`config.mk`:
```
export PLATFORM = sky130hd
export DESIGN_NAME = rgb_pixel_point_ops
export DESIGN_NICKNAME = d
export VERILOG_FILES = /design/src/hdl/rpo_pkg.sv /design/src/hdl/rpo_chan_op.sv /design/src/hdl/rpo_luma.sv /design/src/hdl/rgb_pixel_point_ops.sv
export SDC_FILE = /design/constraint.sdc
export NUM_CORES = 1
export LEC_CHECK = 0
export BUFFER_PORTS_ARGS = -buffer_cell sky130_fd_sc_hd__buf_2
export CORE_MARGIN = 4
export CORE_UTILIZATION = 50
export DETAILED_ROUTE_END_ITERATION = 8
export HOLD_SLACK_MARGIN = 0.02
export PLACE_DENSITY = 0.75
export SETUP_SLACK_MARGIN = 0.02
export SLEW_MARGIN = 10
export SYNTH_ARGS = -nofsm -noshare
export SYNTH_HDL_FRONTEND = slang
export SYNTH_HIERARCHICAL = 1
export SYNTH_SLANG_ARGS = --single-unit
```
`constraint.sdc`:
```
create_clock -name clk -period 3.58 [get_ports clk]
set_clock_uncertainty 0.2 [all_clocks]
set_input_delay 0.358 -clock clk [delete_from_list [all_inputs] [get_ports clk]]
set_output_delay 0.358 -clock clk [all_outputs]
set_load 0.03 [all_outputs]
```
`src/hdl/rpo_pkg.sv`:
```
// Package: mode codes, luma weights and channel constants for the RGB point operations.
`default_nettype none

package rpo_pkg;

	typedef logic [7:0] chan_t;
	typedef logic [2:0] mode_t;

	// Mode codes
	localparam mode_t MODE_INVERT  = 3'd0;
	localparam mode_t MODE_DARKEN  = 3'd1;
	localparam mode_t MODE_LIGHTEN = 3'd2;
	localparam mode_t MODE_MERGE   = 3'd3;
	localparam mode_t MODE_BW      = 3'd4;

	// Q16 luma weights; they sum to 65536, so the luma never exceeds 255
	localparam logic [15:0] LUMA_WR = 16'd19595;
	localparam logic [15:0] LUMA_WG = 16'd38470;
	localparam logic [15:0] LUMA_WB = 16'd7471;

	localparam int unsigned PROD_W = 24;

	localparam chan_t CH_MAX       = 8'd255;
	localparam chan_t CH_MIN       = 8'd0;
	localparam chan_t LIGHT_OFFSET = 8'd127;
	localparam chan_t BW_RESET     = 8'd128;

endpackage : rpo_pkg

`default_nettype wire

```
`src/hdl/rpo_chan_op.sv`:
```
// Per-channel point operation: invert, darken, lighten, merge or pass.
`default_nettype none

module rpo_chan_op
	import rpo_pkg::*;
(
	input  wire mode_t mode,
	input  wire chan_t prim,
	input  wire chan_t second,
	output chan_t      result
);

	logic [8:0] sum;

	// Widen before adding so the merge mean keeps its carry
	assign sum = {1'b0, prim} + {1'b0, second};

	// Select the channel result; black-white is resolved later in the pipe
	always_comb begin
		case (mode)
			MODE_INVERT:  result = CH_MAX - prim;
			MODE_DARKEN:  result = {1'b0, prim[7:1]};
			MODE_LIGHTEN: result = {1'b0, prim[7:1]} + LIGHT_OFFSET;
			MODE_MERGE:   result = sum[8:1];
			default:      result = prim;
		endcase
	end

endmodule : rpo_chan_op

`default_nettype wire

```
`src/hdl/rpo_luma.sv`:
```
// Two-stage Q16 luma: weighted products, then sum and truncate.
`default_nettype none

module rpo_luma
	import rpo_pkg::*;
(
	input  wire   clk,
	input  wire   chan_t red,
	input  wire   chan_t green,
	input  wire   chan_t blue,
	output chan_t luma
);

	logic [PROD_W-1:0] prod_r_s1;
	logic [PROD_W-1:0] prod_g_s1;
	logic [PROD_W-1:0] prod_b_s1;
	logic [PROD_W-1:0] sum;
	chan_t             luma_s2;

	// Register each weighted product; widen first so no product bit is lost
	always_ff @(posedge clk) begin
		prod_r_s1 <= {16'd0, red} * {8'd0, LUMA_WR};
		prod_g_s1 <= {16'd0, green} * {8'd0, LUMA_WG};
		prod_b_s1 <= {16'd0, blue} * {8'd0, LUMA_WB};
	end

	// Sum cannot exceed 255 * 65536, so 24 bits hold it
	assign sum = prod_r_s1 + prod_g_s1 + prod_b_s1;

	// Keep the integer part
	always_ff @(posedge clk) begin
		luma_s2 <= sum[PROD_W-1:16];
	end

	assign luma = luma_s2;

endmodule : rpo_luma

`default_nettype wire

```
`src/hdl/rgb_pixel_point_ops.sv`:
```
// Top level: three-stage pixel pipeline with threshold register.
//
//  channel   ports                                        handshake
//  -------   -------------------------------------------  ------------------
//  input     mode, red, green, blue, *_second             start && !busy
//  result    red_out, green_out, blue_out                 done (one cycle)
//  config    cfg_data                                     cfg_we
//
// One word enters per clock; its result passes the s1, s2 and s3 registers and
// appears on done. The pipe depth is set by the luma path: multiply, sum, compare.
// busy stays low: the pipe never stalls and the receiver takes every result.
// arst_n clears the valid bits and loads the threshold with 128.
`default_nettype none

module rgb_pixel_point_ops
	import rpo_pkg::*;
(
	input  wire   clk,
	input  wire   arst_n,
	input  wire   start,
	output logic  busy,
	input  wire   mode_t mode,
	input  wire   chan_t red,
	input  wire   chan_t green,
	input  wire   chan_t blue,
	input  wire   chan_t red_second,
	input  wire   chan_t green_second,
	input  wire   chan_t blue_second,
	input  wire   cfg_we,
	input  wire   chan_t cfg_data,
	output logic  done,
	output chan_t red_out,
	output chan_t green_out,
	output chan_t blue_out
);

	chan_t bw_threshold_q;

	logic  accept;
	chan_t red_op;
	chan_t green_op;
	chan_t blue_op;
	chan_t luma;

	logic  valid_s1, valid_s2, valid_s3;
	logic  is_bw_s1, is_bw_s2;
	chan_t red_s1, green_s1, blue_s1;
	chan_t red_s2, green_s2, blue_s2;
	chan_t red_s3, green_s3, blue_s3;

	assign busy   = 1'b0;
	assign accept = start && !busy;

	// Hold the black-white threshold
	always_ff @(posedge clk or negedge arst_n) begin
		if (!arst_n) begin
			bw_threshold_q <= BW_RESET;
		end else if (cfg_we) begin
			bw_threshold_q <= cfg_data;
		end
	end

	rpo_chan_op u_op_red (
		.mode   (mode),
		.prim   (red),
		.second (red_second),
		.result (red_op)
	);

	rpo_chan_op u_op_green (
		.mode   (mode),
		.prim   (green),
		.second (green_second),
		.result (green_op)
	);

	rpo_chan_op u_op_blue (
		.mode   (mode),
		.prim   (blue),
		.second (blue_second),
		.result (blue_op)
	);

	rpo_luma u_luma (
		.clk   (clk),
		.red   (red),
		.green (green),
		.blue  (blue),
		.luma  (luma)
	);

	// Advance the valid bits
	always_ff @(posedge clk or negedge arst_n) begin
		if (!arst_n) begin
			valid_s1 <= 1'b0;
			valid_s2 <= 1'b0;
			valid_s3 <= 1'b0;
		end else begin
			valid_s1 <= accept;
			valid_s2 <= valid_s1;
			valid_s3 <= valid_s2;
		end
	end

	// Advance the channel results alongside the luma path
	always_ff @(posedge clk) begin
		is_bw_s1 <= (mode == MODE_BW);
		red_s1   <= red_op;
		green_s1 <= green_op;
		blue_s1  <= blue_op;
		is_bw_s2 <= is_bw_s1;
		red_s2   <= red_s1;
		green_s2 <= green_s1;
		blue_s2  <= blue_s1;
	end

	// Resolve black-white against the threshold
	always_ff @(posedge clk) begin
		if (is_bw_s2) begin
			red_s3   <= (luma >= bw_threshold_q) ? CH_MAX : CH_MIN;
			green_s3 <= (luma >= bw_threshold_q) ? CH_MAX : CH_MIN;
			blue_s3  <= (luma >= bw_threshold_q) ? CH_MAX : CH_MIN;
		end else begin
			red_s3   <= red_s2;
			green_s3 <= green_s2;
			blue_s3  <= blue_s2;
		end
	end

	assign done      = valid_s3;
	assign red_out   = red_s3;
	assign green_out = green_s3;
	assign blue_out  = blue_s3;

endmodule : rgb_pixel_point_ops

`default_nettype wire
```
==> flow_metrics.py <==
metrics = {
    "sta": {
        "setup_ws_ns": -0.263,
        "min_period_over_period_pct": 107,
        "report.final.slew_viol_count": 0,
        "rsz0062_at_grt": "true",
        "fmax_mhz": 260,
        "worst_slew_pin_slew_ns": 1.05,
        "tns_ns": -1.72,
        "slew_headroom_pct": 30.2,
        "min_period_ns": 3.84,
        "hold_violations": 0,
        "finalSetupViolations": 9,
    },
    "synthesis": {
        "synth_cell_types": 77,
        "synth-xor-area-share_pct": 3.92,
        "synth_top_family_by_area": "adder cells",
        "synth-simple-area-share_pct": 11.7,
        "synth_compound_area_share_pct": 16.8,
        "synth_top_area_cell": "dfxtp_1",
        "synth_cells": 1392,
        "netlist_area_um2": 13200,
        "synthMuxAreaShare_pct": 0.569,
        "ys_ff_latch": 160,
        "async_reset_ff_share_pct": 6.88,
        "synth_top_area_share_pct": 22.6,
        "synth.area.top_cells": "dfxtp_1 (23%), ha_1 (22%), fa_1 (13%), inv_1 (4.9%), a21oi_1 (3.0%)",
        "synth.yosys.seq_area_share_pct": 24.7,
        "synth_ff_type": "dfxtp_1",
        "yosysWarnings": 6,
        "synth_fa_ha_area_share_pct": 35.1,
        "syn_nets": 1774,
        "synth_edf_count": 0,
        "avgSynthCellArea_um2": 9.48,
    },
    "grt": {
        "grt_use_total_pct": 21.3,
        "grt_overflow_total": 0,
        "grt_pass1_vias": 11000,
        "grt_max_degree": 52,
        "grt_antenna_before_repair": 0,
        "grt_pass1_wl_um": 50900,
    },
    "die": {
        "fp-row-count": 59,
        "die_y_um": 170,
        "start_util_pct": 50.8,
        "fp.dieArea_um2": 29100,
        "num_io_pins": 89,
        "fp.dieW_um": 170,
        "coreArea_um2": 26000,
    },
    "placed_design": {
        "hpwl_um": 24200,
        "placedCellCount": 1932,
        "place_congestion": 0.901,
        "io_buffers": 87,
        "placed_area_um2": 15200,
        "pre_cts_ws_ns": -0.834,
    },
    "clock_tree": {
        "clock_latency_ns": 0.43,
        "cts.sinks": 160,
        "clk_transition_reported_paths_ns": 0.07,
        "numCtsBuffers": 17,
        "cts_tree": "yes",
        "htree_num_levels": 4,
        "cts_buffer_depth": 2,
        "cts_root_buffer": "clkbuf_16",
    },
    "hold_path": {
        "min_to": "bw_threshold_q[7]",
        "holdPathStages": 2,
        "worstHoldStart": "cfg_we",
        "min_path_type": "input port to register",
    },
    "final_layout": {
        "top_regs": "u_luma/prod_g_s1 x23, u_luma/prod_r_s1 x23, u_luma/prod_b_s1 x21",
        "multi_input_area_um2": 9420,
        "drive_gt1_share_pct": 22.7,
        "area.growth.synth_to_final_pct": 22.2,
        "fillers": 2075,
        "insertedDiodeCount": 0,
        "stdcell_count": 1980,
        "final_nets": 2014,
        "seq_area_um2": 3260,
        "stdcell_area_um2": 16100,
    },
    "setup_path": {
        "cp_data_arrival_time_ns": 3.95,
        "cp-start-kind": "input port",
        "crit_required_ns": 3.69,
        "worstPathCellList": "buf_8 > fa_2 > inv_2 > fa_1 > inv_1 > fa_1 > inv_1 > fa_2 > inv_2 > ha_4 > nand4_1 > and3_1 > o21ai_2 > a21o_1 > buf_6 > o21ai_2 > o21a_1 > xnor2_1",
        "slowest_stage": "fa_2",
        "critical_path.top_delay_family": "adder cells",
        "r2r_end": "u_luma/luma[6]",
        "crit_type": "input port to register",
        "r2r_slack_ns": 0.52,
        "rr_worst_depth": 9,
        "rr_startpoint": "u_luma/prod_g_s1[3]",
        "critPathMaxStageDelay_ns": 0.58,
        "worst_setup_path_end_kind": "register",
        "crit_buf_inv": 6,
        "crit_path_max_fanout": 4,
    },
    "route": {
        "drt_wl_total_um": 30600,
        "dr.pass1.iters": 5,
        "post-route-drc-count": 0,
        "routed-via-count": 10900,
        "drt-vias-per-instance": 5.48,
        "drt_first_iter_violations": 567,
        "post_drt_wl_per_cell_um": 15.5,
        "antenna_left": 0,
    },
    "power_and_ir_drop": {
        "power_density_nw_per_um2": 721,
        "ir_drop_uv": 589,
        "leakage_nw": 7.85,
    },
    "status": {
        "violations": "negative setup slack",
        "outcome": "complete, but fails checks",
    },
    "run": {
        "maxCapViolCount": 0,
    },
}
## layout make-up
type / count / share of cell area, %
clock buffers: 18 / 2.72
multi-input cells: 1023 / 58.4
well taps: 335 / 2.60
clock inverters: 14 / 0.986
flip-flops and latches: 160 / 20.2
repair buffers: 259 / 11.1
inverters: 171 / 4.00
## cells in the final DEF, fill, tap and decap left out, types with 17 or more instances in the layout
| cell type | Yosys | final |
|---|---|---|
| a21o_1 | 25 | 25 |
| a21oi_1 | 78 | 72 |
| buf_2 | 6 | 83 |
| buf_4 | 2 | 160 |
| clkbuf_16 | 0 | 17 |
| dfxtp_1 | 149 | 149 |
| fa_1 | 85 | 80 |
| ha_1 | 234 | 214 |
| ha_4 | 0 | 18 |
| inv_1 | 171 | 163 |
| nand2_1 | 75 | 74 |
| nor2_1 | 87 | 86 |
| nor2b_1 | 19 | 19 |
| nor3_1 | 34 | 31 |
| o21a_1 | 20 | 20 |
| o21ai_0 | 57 | 55 |
| o22ai_1 | 30 | 29 |
| xnor2_1 | 39 | 39 |
| xor2_1 | 20 | 20 |
## per-layer routing
metal	track usage (%)	share of wire [%]	vias to the layer above
met4	5.66	1.6	0
met2	38.4	50	250
li1	-	-	5369
met3	3.04	4.4	37
met5	0	0	-
met1	26.6	44	5195
## through the flow
stage	hold slack (ns)	util, %	total power, W
6_report	0.0732	62.0	0.0116
5_1_grt	0.0864	62.0	0.0126
2_1_floorplan	-0.138	-	0.00748
3_3_place_gp	0.0323	58.3	0.00919
4_1_cts	0.0497	61.4	0.0114
3_5_place_dp	0.0352	58.3	0.00947
## what timing repair did
| action | CTS | global route |
|---|---|---|
| pin swaps | 20 | 28 |
| buffers inserted | 2 | 4 |
| gates resized for setup | 19 | 29 |
| endpoints found under the hold margin | 22 | 0 |
| setup endpoints to repair | 10 | 20 |
| hold buffers | 12 | 0 |
## worst register-to-register path: cells and delay by family, from the launching register on
kind                       cells  cell delay [ns]
AOI/OAI and AO/OA              5             1.08
adders and majority gates      2             0.77
and+or+nand+nor                1             0.41
DFF                            1             0.39
xor gates and xnor gates       1             0.13
## logic make-up after synthesis
group / Yosys count
AO/OA/AOI/OAI: 331
XOR/XNOR: 59
adder cells (fa/ha/maj): 319
buffers and inverters: 209
flip-flops: 160
multiplexers: 7
other: 1
AND/OR/NAND/NOR: 306
## worst max path at each step
stage | from | endpoint | cells after the start | slack (ns)
after detailed placement | blue[7] | u_luma/prod_b_s1[20] | 15 | -0.83
after global routing | blue[6] | u_luma/prod_b_s1[20] | 17 | -0.40
after floorplan | blue[7] | u_luma/prod_b_s1[20] | 16 | -0.45
after global placement | blue[7] | u_luma/prod_b_s1[20] | 15 | -0.66
final | blue[6] | u_luma/prod_b_s1[18] | 18 | -0.26
after CTS | blue[5] | u_luma/prod_b_s1[20] | 15 | -0.23
## where the power goes
part	total, W	internal [W]	switching [W]
sequential	0.00262	0.00235	0.000279
clock	0.00179	0.000960	0.000830
combinational	0.00721	0.00339	0.00382
## cells in the mapped netlist (10+ instances only)
library cell,number
dfxtp_1,149
nor3_1,34
xnor2_1,39
inv_1,171
a21o_1,25
nor2b_1,19
nor2_1,87
a211oi_1,16
clkbuf_8,10
o21a_1,20
fa_1,85
o22ai_1,30
nand2_1,75
a31oi_1,17
o21ai_0,57
nand3_1,17
o21ai_1,15
dfrtp_1,10
ha_1,234
xor2_1,20
a21oi_1,78
nand2b_1,14
Power figures use the tool's default switching activity.
